<file path="config.mk">
export PLATFORM = sky130hd
export DESIGN_NAME = json_token_scanner
export DESIGN_NICKNAME = d
export VERILOG_FILES = /design/src/hdl/jts_pkg.sv /design/src/hdl/json_token_scanner.sv /design/src/hdl/jts_scan.sv /design/src/hdl/jts_fifo.sv
export SDC_FILE = /design/constraint.sdc
export NUM_CORES = 1
export LEC_CHECK = 0
export BUFFER_PORTS_ARGS = -buffer_cell sky130_fd_sc_hd__buf_2
export CAP_MARGIN = 10
export CORE_UTILIZATION = 50
export CTS_BUF_LIST = sky130_fd_sc_hd__clkbuf_4
export DETAILED_ROUTE_END_ITERATION = 16
export MAX_ROUTING_LAYER = met4
export PLACE_DENSITY_LB_ADDON = 0.08
export SYNTH_ARGS = -nofsm -noshare
export SYNTH_HDL_FRONTEND = slang
export SYNTH_SLANG_ARGS = --single-unit
</file>
<file path="constraint.sdc">
create_clock -name i_clk -period 8.4 [get_ports i_clk]
set_input_delay 0.42 -clock i_clk [delete_from_list [all_inputs] [get_ports i_clk]]
set_output_delay 0.42 -clock i_clk [all_outputs]
set_load 0.01 [all_outputs]
</file>
<file path="src/hdl/jts_pkg.sv">
// ----------------------------------------------------------------------------
// jts_pkg
// shared widths, token codes and record types of the json token scanner
// ----------------------------------------------------------------------------
package jts_pkg;

    localparam int LINE_BITS   = 20;
    localparam int OFFSET_BITS = 32;

    // at most three tokens come out of one text byte
    localparam int MAX_RES  = 3;
    localparam int CNT_BITS = $clog2(MAX_RES + 1);

    // result queue
    localparam int FIFO_DEPTH = 4;
    localparam int PTR_BITS   = $clog2(FIFO_DEPTH);
    localparam int FILL_BITS  = $clog2(FIFO_DEPTH + 1);

    typedef enum logic [3:0] {
        K_LBRACE = 4'd0,
        K_RBRACE = 4'd1,
        K_LBRACK = 4'd2,
        K_RBRACK = 4'd3,
        K_COMMA  = 4'd4,
        K_COLON  = 4'd5,
        K_STRING = 4'd6,
        K_NUMBER = 4'd7,
        K_TRUE   = 4'd8,
        K_FALSE  = 4'd9,
        K_NULL   = 4'd10,
        K_EOF    = 4'd11,
        K_ERROR  = 4'd12
    } t_kind;

    typedef enum logic [1:0] {
        E_NONE            = 2'd0,
        E_UNTERM_STRING   = 2'd1,
        E_UNKNOWN_IDENT   = 2'd2,
        E_UNEXPECTED_CHAR = 2'd3
    } t_err;

    typedef enum logic [2:0] {
        M_IDLE   = 3'd0,
        M_STR    = 3'd1,
        M_IDENT  = 3'd2,
        M_INT    = 3'd3,
        M_DOT    = 3'd4,
        M_FRAC   = 3'd5,
        M_HELD_E = 3'd6,
        M_EXP    = 3'd7
    } t_mode;

    typedef struct packed {
        t_kind                  kind;
        t_err                   err;
        logic [LINE_BITS-1:0]   line;
        logic [OFFSET_BITS-1:0] offset;
        logic [OFFSET_BITS-1:0] length;
        logic                   last;
    } t_token;

    // tokens made by one byte, in emission order, entries below count valid
    typedef struct packed {
        logic [CNT_BITS-1:0]      count;
        t_token [MAX_RES-1:0]     tok;
    } t_scan_out;

endpackage

</file>
<file path="src/hdl/json_token_scanner.sv">
// ----------------------------------------------------------------------------
// json_token_scanner
// streaming json tokenizer, one text byte per word in, one token per word out
// ----------------------------------------------------------------------------
// Text bytes go into an input register; the scanner step then works on that
// byte and drops every token it completes (none, one, two or three) into a
// four-entry result queue, which drives the output channel one token per
// word. A byte is taken every cycle as long as the queue holds at most one
// token, so plain text and single-token bytes stream at one byte per cycle;
// a byte that completes several tokens (a held '.' or 'e' flushing a number
// plus more) stalls the input until the queue is down to one token. With
// room in the queue, a byte's first token is offered on the output once the
// byte has passed the input register and been written to the queue. A zero
// byte ends the text with an eof token and resets to offset 0 on line 1.
// ----------------------------------------------------------------------------
module json_token_scanner (
    input  logic                               i_clk,
    input  logic                               i_rst_n,
    // text in
    input  logic                               i_text_valid,
    output logic                               o_text_ready,
    input  logic [7:0]                         i_text_byte,
    // tokens out
    output logic                               o_token_valid,
    input  logic                               i_token_ready,
    output logic [3:0]                         o_token_kind,
    output logic [1:0]                         o_error_kind,
    output logic [jts_pkg::LINE_BITS-1:0]      o_line_number,
    output logic [jts_pkg::OFFSET_BITS-1:0]    o_token_offset,
    output logic [jts_pkg::OFFSET_BITS-1:0]    o_token_length,
    output logic                               o_last_of_run
);
    import jts_pkg::*;

    // input register
    logic       r_in_valid;
    logic [7:0] r_in_byte;

    logic       space;
    logic       advance;
    t_scan_out  scan_res;
    t_token     head;

    // the held byte moves on when the queue can take a full burst
    assign advance      = r_in_valid && space;
    assign o_text_ready = !r_in_valid || space;

    always_ff @(posedge i_clk) begin
        if (!i_rst_n) begin
            r_in_valid <= 1'b0;
        end else if (i_text_valid && o_text_ready) begin
            r_in_valid <= 1'b1;
        end else if (advance) begin
            r_in_valid <= 1'b0;
        end
    end

    // payload, no reset needed
    always_ff @(posedge i_clk) begin
        if (i_text_valid && o_text_ready) begin
            r_in_byte <= i_text_byte;
        end
    end

    // scanner step on the registered byte
    jts_scan u_scan (
        .i_clk   (i_clk),
        .i_rst_n (i_rst_n),
        .i_step  (advance),
        .i_byte  (r_in_byte),
        .o_res   (scan_res)
    );

    // result queue feeding the output channel
    jts_fifo u_fifo (
        .i_clk   (i_clk),
        .i_rst_n (i_rst_n),
        .i_push  (scan_res),
        .o_space (space),
        .o_valid (o_token_valid),
        .i_ready (i_token_ready),
        .o_tok   (head)
    );

    assign o_token_kind   = head.kind;
    assign o_error_kind   = head.err;
    assign o_line_number  = head.line;
    assign o_token_offset = head.offset;
    assign o_token_length = head.length;
    assign o_last_of_run  = head.last;

endmodule

</file>
<file path="src/hdl/jts_scan.sv">
// ----------------------------------------------------------------------------
// jts_scan
// scanner state and the per-byte step that yields up to three tokens
// ----------------------------------------------------------------------------
module jts_scan (
    input  logic               i_clk,
    input  logic               i_rst_n,
    input  logic               i_step,
    input  logic [7:0]         i_byte,
    output jts_pkg::t_scan_out o_res
);
    import jts_pkg::*;

    localparam logic [7:0] CH_NUL    = 8'h00;
    localparam logic [7:0] CH_TAB    = 8'h09;
    localparam logic [7:0] CH_LF     = 8'h0A;
    localparam logic [7:0] CH_CR     = 8'h0D;
    localparam logic [7:0] CH_SPACE  = 8'h20;
    localparam logic [7:0] CH_QUOTE  = 8'h22;
    localparam logic [7:0] CH_COMMA  = 8'h2C;
    localparam logic [7:0] CH_DOT    = 8'h2E;
    localparam logic [7:0] CH_COLON  = 8'h3A;
    localparam logic [7:0] CH_LBRACK = 8'h5B;
    localparam logic [7:0] CH_RBRACK = 8'h5D;
    localparam logic [7:0] CH_UNDER  = 8'h5F;
    localparam logic [7:0] CH_E      = 8'h65;
    localparam logic [7:0] CH_LBRACE = 8'h7B;
    localparam logic [7:0] CH_RBRACE = 8'h7D;

    localparam logic [2:0] WLEN_MAX = 3'd7;

    // candidate bits: 0 true, 1 false, 2 null
    function automatic logic [2:0] kw_match(input logic [2:0] wl, input logic [7:0] c);
        logic [2:0] m;
        case (wl)
            3'd0:    m = {c == "n", c == "f", c == "t"};
            3'd1:    m = {c == "u", c == "a", c == "r"};
            3'd2:    m = {c == "l", c == "l", c == "u"};
            3'd3:    m = {c == "l", c == "s", c == "e"};
            3'd4:    m = {1'b0, c == "e", 1'b0};
            default: m = 3'b000;
        endcase
        return m;
    endfunction

    function automatic logic is_dig(input logic [7:0] c);
        return (c >= "0") && (c <= "9");
    endfunction

    function automatic logic is_alp(input logic [7:0] c);
        return ((c >= "a") && (c <= "z")) || ((c >= "A") && (c <= "Z")) || (c == CH_UNDER);
    endfunction

    t_mode                  r_mode,  n_mode;
    logic [LINE_BITS-1:0]   r_line,  n_line;
    logic [OFFSET_BITS-1:0] r_pos,   n_pos;
    logic [OFFSET_BITS-1:0] r_start, n_start;
    logic [2:0]             r_wlen,  n_wlen;
    logic [2:0]             r_cand,  n_cand;

    logic                   a_v, b_v, c_v, run_idle, eof;
    t_token                 a_tok, b_tok, c_tok;
    logic [7:0]             ch;
    logic [OFFSET_BITS-1:0] prev, span_pos, span_prev;
    logic [CNT_BITS-1:0]    cnt;
    t_kind                  word_kind;
    t_err                   word_err;

    function automatic t_token mk_tok(input t_kind k, input t_err e,
                                      input logic [LINE_BITS-1:0] ln,
                                      input logic [OFFSET_BITS-1:0] off,
                                      input logic [OFFSET_BITS-1:0] len);
        t_token t;
        t.kind   = k;
        t.err    = e;
        t.line   = ln;
        t.offset = off;
        t.length = len;
        t.last   = 1'b0;
        return t;
    endfunction

    assign ch        = i_byte;
    assign prev      = r_pos - OFFSET_BITS'(1);
    assign span_pos  = r_pos - r_start;
    assign span_prev = prev - r_start;

    // keyword decision for a finished word
    always_comb begin
        word_err = E_NONE;
        if ((r_wlen == 3'd4) && r_cand[0]) begin
            word_kind = K_TRUE;
        end else if ((r_wlen == 3'd5) && r_cand[1]) begin
            word_kind = K_FALSE;
        end else if ((r_wlen == 3'd4) && r_cand[2]) begin
            word_kind = K_NULL;
        end else begin
            word_kind = K_ERROR;
            word_err  = E_UNKNOWN_IDENT;
        end
    end

    always_comb begin
        n_mode   = r_mode;
        n_line   = r_line;
        n_pos    = r_pos + OFFSET_BITS'(1);
        n_start  = r_start;
        n_wlen   = r_wlen;
        n_cand   = r_cand;
        a_v      = 1'b0;
        b_v      = 1'b0;
        c_v      = 1'b0;
        a_tok    = mk_tok(K_NUMBER, E_NONE, r_line, r_start, span_pos);
        b_tok    = mk_tok(K_ERROR, E_UNEXPECTED_CHAR, r_line, prev, OFFSET_BITS'(1));
        c_tok    = mk_tok(K_ERROR, E_UNEXPECTED_CHAR, r_line, r_pos, OFFSET_BITS'(1));
        run_idle = 1'b0;
        eof      = 1'b0;

        // close or extend the open token
        case (r_mode)
            M_IDLE: begin
                run_idle = 1'b1;
            end
            M_STR: begin
                if (ch == CH_QUOTE) begin
                    a_v    = 1'b1;
                    a_tok  = mk_tok(K_STRING, E_NONE, r_line, r_start,
                                    span_pos + OFFSET_BITS'(1));
                    n_mode = M_IDLE;
                end else if (ch == CH_NUL) begin
                    a_v      = 1'b1;
                    a_tok    = mk_tok(K_ERROR, E_UNTERM_STRING, r_line, r_start, span_pos);
                    run_idle = 1'b1;
                end
            end
            M_IDENT: begin
                if (is_alp(ch) || is_dig(ch)) begin
                    n_cand = r_cand & kw_match(r_wlen, ch);
                    if (r_wlen != WLEN_MAX) begin
                        n_wlen = r_wlen + 3'd1;
                    end
                end else begin
                    a_v      = 1'b1;
                    a_tok    = mk_tok(word_kind, word_err, r_line, r_start, span_pos);
                    n_wlen   = 3'd0;
                    n_cand   = 3'd0;
                    run_idle = 1'b1;
                end
            end
            M_INT: begin
                if (ch == CH_DOT) begin
                    n_mode = M_DOT;
                end else if (ch == CH_E) begin
                    n_mode = M_HELD_E;
                end else if (!is_dig(ch)) begin
                    a_v      = 1'b1;
                    run_idle = 1'b1;
                end
            end
            M_DOT: begin
                if (is_dig(ch)) begin
                    n_mode = M_FRAC;
                end else begin
                    // number ends before the held dot, the dot is an error
                    a_v      = 1'b1;
                    a_tok    = mk_tok(K_NUMBER, E_NONE, r_line, r_start, span_prev);
                    b_v      = 1'b1;
                    run_idle = 1'b1;
                end
            end
            M_FRAC: begin
                if (ch == CH_E) begin
                    n_mode = M_HELD_E;
                end else if (!is_dig(ch)) begin
                    a_v      = 1'b1;
                    run_idle = 1'b1;
                end
            end
            M_HELD_E: begin
                if (is_dig(ch)) begin
                    n_mode = M_EXP;
                end else begin
                    // held e becomes a word that can never be a keyword
                    a_v   = 1'b1;
                    a_tok = mk_tok(K_NUMBER, E_NONE, r_line, r_start, span_prev);
                    if (is_alp(ch)) begin
                        n_mode  = M_IDENT;
                        n_start = prev;
                        n_wlen  = 3'd2;
                        n_cand  = 3'd0;
                    end else begin
                        b_v      = 1'b1;
                        b_tok    = mk_tok(K_ERROR, E_UNKNOWN_IDENT, r_line, prev,
                                          OFFSET_BITS'(1));
                        run_idle = 1'b1;
                    end
                end
            end
            M_EXP: begin
                if (!is_dig(ch)) begin
                    a_v      = 1'b1;
                    run_idle = 1'b1;
                end
            end
            default: begin
                run_idle = 1'b1;
            end
        endcase

        // scan the byte between tokens
        if (run_idle) begin
            n_mode = M_IDLE;
            case (ch)
                CH_NUL: begin
                    c_v   = 1'b1;
                    c_tok = mk_tok(K_EOF, E_NONE, r_line, r_pos, '0);
                    eof   = 1'b1;
                end
                CH_SPACE, CH_TAB, CH_CR: begin
                end
                CH_LF: begin
                    if (r_line != '1) begin
                        n_line = r_line + LINE_BITS'(1);
                    end
                end
                CH_LBRACE: begin
                    c_v   = 1'b1;
                    c_tok = mk_tok(K_LBRACE, E_NONE, r_line, r_pos, OFFSET_BITS'(1));
                end
                CH_RBRACE: begin
                    c_v   = 1'b1;
                    c_tok = mk_tok(K_RBRACE, E_NONE, r_line, r_pos, OFFSET_BITS'(1));
                end
                CH_LBRACK: begin
                    c_v   = 1'b1;
                    c_tok = mk_tok(K_LBRACK, E_NONE, r_line, r_pos, OFFSET_BITS'(1));
                end
                CH_RBRACK: begin
                    c_v   = 1'b1;
                    c_tok = mk_tok(K_RBRACK, E_NONE, r_line, r_pos, OFFSET_BITS'(1));
                end
                CH_COMMA: begin
                    c_v   = 1'b1;
                    c_tok = mk_tok(K_COMMA, E_NONE, r_line, r_pos, OFFSET_BITS'(1));
                end
                CH_COLON: begin
                    c_v   = 1'b1;
                    c_tok = mk_tok(K_COLON, E_NONE, r_line, r_pos, OFFSET_BITS'(1));
                end
                CH_QUOTE: begin
                    n_mode  = M_STR;
                    n_start = r_pos;
                end
                default: begin
                    if (is_dig(ch)) begin
                        n_mode  = M_INT;
                        n_start = r_pos;
                    end else if (is_alp(ch)) begin
                        n_mode  = M_IDENT;
                        n_start = r_pos;
                        n_wlen  = 3'd1;
                        n_cand  = {ch == "n", ch == "f", ch == "t"};
                    end else begin
                        c_v = 1'b1;
                    end
                end
            endcase
        end

        // end of text puts everything back to reset values
        if (eof) begin
            n_mode  = M_IDLE;
            n_line  = LINE_BITS'(1);
            n_pos   = '0;
            n_start = '0;
            n_wlen  = 3'd0;
            n_cand  = 3'd0;
        end
    end

    // pack in order: the second slot is only used with the first one
    always_comb begin
        if (a_v) begin
            cnt = CNT_BITS'(1) + CNT_BITS'(b_v) + CNT_BITS'(c_v);
        end else begin
            cnt = CNT_BITS'(c_v);
        end
        o_res.count  = i_step ? cnt : '0;
        o_res.tok[0] = a_v ? a_tok : c_tok;
        o_res.tok[1] = b_v ? b_tok : c_tok;
        o_res.tok[2] = c_tok;
        for (int i = 0; i < MAX_RES; i++) begin
            o_res.tok[i].last = (CNT_BITS'(i) + CNT_BITS'(1) == cnt);
        end
    end

    always_ff @(posedge i_clk) begin
        if (!i_rst_n) begin
            r_mode  <= M_IDLE;
            r_line  <= LINE_BITS'(1);
            r_pos   <= '0;
            r_start <= '0;
            r_wlen  <= 3'd0;
            r_cand  <= 3'd0;
        end else if (i_step) begin
            r_mode  <= n_mode;
            r_line  <= n_line;
            r_pos   <= n_pos;
            r_start <= n_start;
            r_wlen  <= n_wlen;
            r_cand  <= n_cand;
        end
    end

endmodule

</file>
<file path="src/hdl/jts_fifo.sv">
// ----------------------------------------------------------------------------
// jts_fifo
// small result queue taking up to three tokens a cycle, giving one
// ----------------------------------------------------------------------------
module jts_fifo (
    input  logic               i_clk,
    input  logic               i_rst_n,
    input  jts_pkg::t_scan_out i_push,
    output logic               o_space,
    output logic               o_valid,
    input  logic               i_ready,
    output jts_pkg::t_token    o_tok
);
    import jts_pkg::*;

    t_token               r_mem [FIFO_DEPTH];
    logic [PTR_BITS-1:0]  r_wr;
    logic [PTR_BITS-1:0]  r_rd;
    logic [FILL_BITS-1:0] r_fill;
    logic                 pop;

    assign o_valid = (r_fill != '0);
    assign pop     = o_valid && i_ready;
    assign o_tok   = r_mem[r_rd];
    // room for a full burst of three
    assign o_space = (r_fill <= FILL_BITS'(FIFO_DEPTH - MAX_RES));

    always_ff @(posedge i_clk) begin
        if (!i_rst_n) begin
            r_wr   <= '0;
            r_rd   <= '0;
            r_fill <= '0;
        end else begin
            r_wr   <= r_wr + PTR_BITS'(i_push.count);
            r_rd   <= r_rd + PTR_BITS'(pop);
            r_fill <= r_fill + FILL_BITS'(i_push.count) - FILL_BITS'(pop);
        end
    end

    always_ff @(posedge i_clk) begin
        for (int i = 0; i < MAX_RES; i++) begin
            if (CNT_BITS'(i) < i_push.count) begin
                r_mem[r_wr + PTR_BITS'(i)] <= i_push.tok[i];
            end
        end
    end

endmodule

</file>
==> results.sh <==
export IMPL_ys_ff_latch=473
export IMPL_crit_slowest_cell="a2111oi_4"
export IMPL_ys_flop_type="edfxtp_1"
export IMPL_worstPathArrival_ps=7580
export IMPL_grt_pass1_wl_um=160000
export IMPL_vdd_drop_max_mv=0.205
export IMPL_grt_antenna_before_repair=2
export IMPL_hold_depth=3
export IMPL_cts_root_buffer="clkbuf_4"
export IMPL_cts_buffers=120
export IMPL_r2r_end="u_fifo.r_mem[0][52]"
export IMPL_ys_seq_area_share_pct=40.2
export IMPL_wl_per_cell_um=25.8
export IMPL_syn_area_mm2=0.0298
export IMPL_grt_usage_pct=35.7
export IMPL_syn_num_nets=3283
export IMPL_grt_pass1_vias=25626
export IMPL_cap_violations=0
export IMPL_grt_max_degree=81
export IMPL_vias=27174
export IMPL_fmax_mhz=143
export IMPL_firstDrtPassIters=6
export IMPL_reg2reg_from="r_in_byte[1]"
export IMPL_drtIter0Drc=3113
export IMPL_syn_avg_cell_area_um2=9.32
export IMPL_fin_nets=3323
export IMPL_netlist_instances=3194
export IMPL_yosys_area_share_simple_pct=17.5
export IMPL_final_antenna_net_count=0
export IMPL_gp_congestion=1.00
export IMPL_final_cells=4106
export IMPL_setup_violations=0
export IMPL_gr_total_overflow=0
export IMPL_holdCritPathClass="in2reg"
export IMPL_clk_pin_slew_worst_paths_ps=70
export IMPL_start_util_pct=50.5
export IMPL_outcome="finished, final reports clean"
export IMPL_ios=105
export IMPL_insertion_delay_ps=930
export IMPL_timing_setup_tns_ps=0
export IMPL_cts_tree="yes"
export IMPL_hold_viol_final=0
export IMPL_post_route_period_util_pct=83.5
export IMPL_synth_mux_area_share_pct=8.58
export IMPL_ys_warn_count=0
export IMPL_die_area_mm2=0.0605
export IMPL_tightest_slew_ps=1210
export IMPL_fillers=5318
export IMPL_cp_max_fo=41
export IMPL_synth_compound_area_share_pct=21.7
export IMPL_routed_wl_um=106000
export IMPL_ctsHtreeMaxLevel=3
export IMPL_drv_slew=0
export IMPL_period_needed_ps=7010
export IMPL_rows=89
export IMPL_hpwl_um=73300
export IMPL_clock_sinks=473
export IMPL_die_y_um=246
export IMPL_dieWidth_um=246
export IMPL_synth_cell_types=96
export IMPL_core_mm2=0.0589
export IMPL_drive_above_1_share_pct=15.6
export IMPL_synthAdderAreaFrac_pct=3.31
export IMPL_port_buffers=104
export IMPL_synth_edf_count=248
export IMPL_ys_async_sr_fraction_pct=0
export IMPL_cp_required_ps=8970
export IMPL_critPathCaptureType="flop"
export IMPL_area_growth_syn_to_layout_pct=9.58
export IMPL_critPathKind="reg2reg"
export IMPL_synth_top_family_by_area="compound AO/OA/AOI/OAI gates"
export IMPL_leakagePower_uw=0.0114
export IMPL_clk_path_buf_depth=3
export IMPL_synthXorXnorAreaFrac_pct=4.56
export IMPL_slew_headroom_pct=18.5
export IMPL_grt_setup_unrepaired="false"
export IMPL_r2r_cells=13
export IMPL_worstPathCellList="or4_1, o22ai_1, o22a_1, o21ai_0, a31oi_1, o311a_1, inv_1, ha_1, a2111oi_4, a41o_1, nor2_4, inv_2, buf_12"
export IMPL_startpoint="r_in_byte[1]"
export IMPL_cp_start_kind="flop"
export IMPL_critPathCapture="u_fifo.r_mem[0][52]"
export IMPL_finalClockSkew_ps=54.1
export IMPL_max_stage_delay_ps=910
export IMPL_post_route_drc_count=0
export IMPL_power_density_mw_per_mm2=244
export IMPL_viasPerCell=6.62
export IMPL_ff2ff_setup_slack_ps=1390
export IMPL_placed_cells=3875
## routing by layer
| layer | track usage (%) | vias to the layer above | wire, µm |
|---|---|---|---|
| met5 | - | - | 0 |
| met1 | 50.3 | 13317 | 46400 |
| met4 | 14.3 | 0 | 4050 |
| li1 | - | 12146 | - |
| met3 | 5.81 | 205 | 10000 |
| met2 | 50.9 | 1506 | 45400 |
## Yosys cell counts (14+ instances only)
| cell type | count | area share, % |
|---|---|---|
| a21oi_1 | 174 | 2.9 |
| nor3_1 | 48 | 0.81 |
| o22ai_1 | 17 | 0.36 |
| a21boi_0 | 31 | 0.78 |
| inv_1 | 67 | 0.85 |
| a211oi_1 | 22 | 0.56 |
| xor2_1 | 82 | 2.4 |
| and3_1 | 38 | 0.80 |
| buf_1 | 24 | 0.30 |
| a21o_1 | 39 | 0.98 |
| buf_2 | 14 | 0.24 |
| o31ai_1 | 29 | 0.73 |
| nand2_1 | 323 | 4.1 |
| mux2i_1 | 47 | 1.6 |
| nand4_1 | 32 | 0.67 |
| o221ai_1 | 28 | 0.82 |
| nor4_1 | 16 | 0.34 |
| nand2b_1 | 29 | 0.61 |
| mux4_2 | 91 | 6.9 |
| nand3_1 | 80 | 1.3 |
| nor2b_1 | 77 | 1.6 |
| clkbuf_1 | 214 | 2.7 |
| xnor2_1 | 73 | 2.1 |
| a22o_1 | 48 | 1.4 |
| ha_1 | 74 | 3.1 |
| nand3b_1 | 20 | 0.50 |
| o21ai_0 | 284 | 4.8 |
| dfxtp_1 | 225 | 15 |
| a22oi_1 | 124 | 3.1 |
| nor2_1 | 232 | 2.9 |
| edfxtp_1 | 248 | 25 |
| or3_1 | 33 | 0.69 |
| and2_1 | 42 | 0.88 |
| o211ai_1 | 19 | 0.48 |
| a31oi_1 | 33 | 0.69 |
| or4_1 | 18 | 0.45 |
## layout by cell type (no fill, tap or decap), drive strengths merged, types with 13 or more instances in the layout
cell type and count:
a211oi 22, a21boi 32, a21o 39, a21oi 176
a22o 48, a22oi 124, a31oi 33, and2 42
and3 40, buf 163, clkbuf 176, clkinv 37
dfxtp 225, edfxtp 248, ha 74, inv 69
mux2i 47, mux4 91, nand2 323, nand2b 29
nand3 80, nand3b 20, nand4 34, nor2 232
nor2b 77, nor3 50, nor4 19, o211ai 19
o21ai 291, o221ai 28, o22ai 17, o31ai 29
or2 13, or3 33, or4 18, xnor2 73
xor2 82
## sequential cells by signal, indices dropped and copies added (netlist names)
signal,cells
u_scan.r_mode,3
u_fifo.r_fill,3
r_in_valid,1
r_in_byte,8
u_fifo.r_rd,2
u_scan.r_cand,3
u_scan.r_line,20
u_scan.r_wlen,3
u_scan.r_start,32
u_scan.r_pos,32
u_fifo.r_mem,364
u_fifo.r_wr,2
## critical path: cells and delay by family, from the launching register on
family,cells,cell delay (ps)
fa+ha+maj,1,580
compound gates,7,3670
flops,1,700
buf+inv,3,860
simple gates,2,750
## repair_timing
item,4_1_cts,5_1_grt
resized for setup,0,0
hold buffers,10,0
setup buffers,0,0
hold endpoints to repair,10,0
## where the power goes
group / total, µW / switching, µW / internal, µW
clock network: 2020 / 995 / 1030
registers: 2800 / 165 / 2630
logic: 3120 / 1960 / 1160
## cells by family (layout without fill, tap and decap cells)
kind of cell / after synthesis / in the layout
AO/OA/AOI/OAI: 983 / 983
XOR/XNOR: 155 / 155
adder cells (fa/ha/maj): 77 / 77
buffers and inverters: 323 / 458
flip-flops: 473 / 473
multiplexers: 141 / 141
other: 0 / 4
AND/OR/NAND/NOR: 1042 / 1042
## worst min path at each step
stage	startpoint	to	slack, ps
CTS	i_rst_n	u_fifo.r_wr[1]	80
global route	i_rst_n	u_fifo.r_wr[1]	110
floorplan	u_fifo.r_mem[1][31]	u_fifo.r_mem[1][31]	420
detailed placement	u_fifo.r_mem[1][24]	u_fifo.r_mem[1][24]	440
global placement	u_fifo.r_mem[3][27]	u_fifo.r_mem[3][27]	430
finish	i_rst_n	u_fifo.r_wr[1]	150
## final cells by class
type / instances / area, µm² / share of cell area [%]
multi-input cells: 2398 / 16800 / 51.4
diodes: 4 / 10.0 / 0.0307
flip-flops and latches: 473 / 12000 / 36.7
well taps: 773 / 967 / 2.97
repair buffers: 173 / 1090 / 3.34
clock inverters: 41 / 243 / 0.745
clock buffers: 176 / 1320 / 4.05
inverters: 68 / 255 / 0.783
## through the flow
step                      setup slack, ps  instance area [µm²]  hold WS [ps]  util [%]  total power, µW
after floorplan                      2250                29800           420         -             4880
after global placement               1750                30900           430      52.5             5870
after detailed placement             1520                30900           439      52.5             5900
after CTS                            1450                32600          75.8      55.3             7940
after global routing                  956                32600           112      55.3             8330
final                                1390                32600           154      55.3             7940
Note: power is estimated with default switching activity, not from simulation.
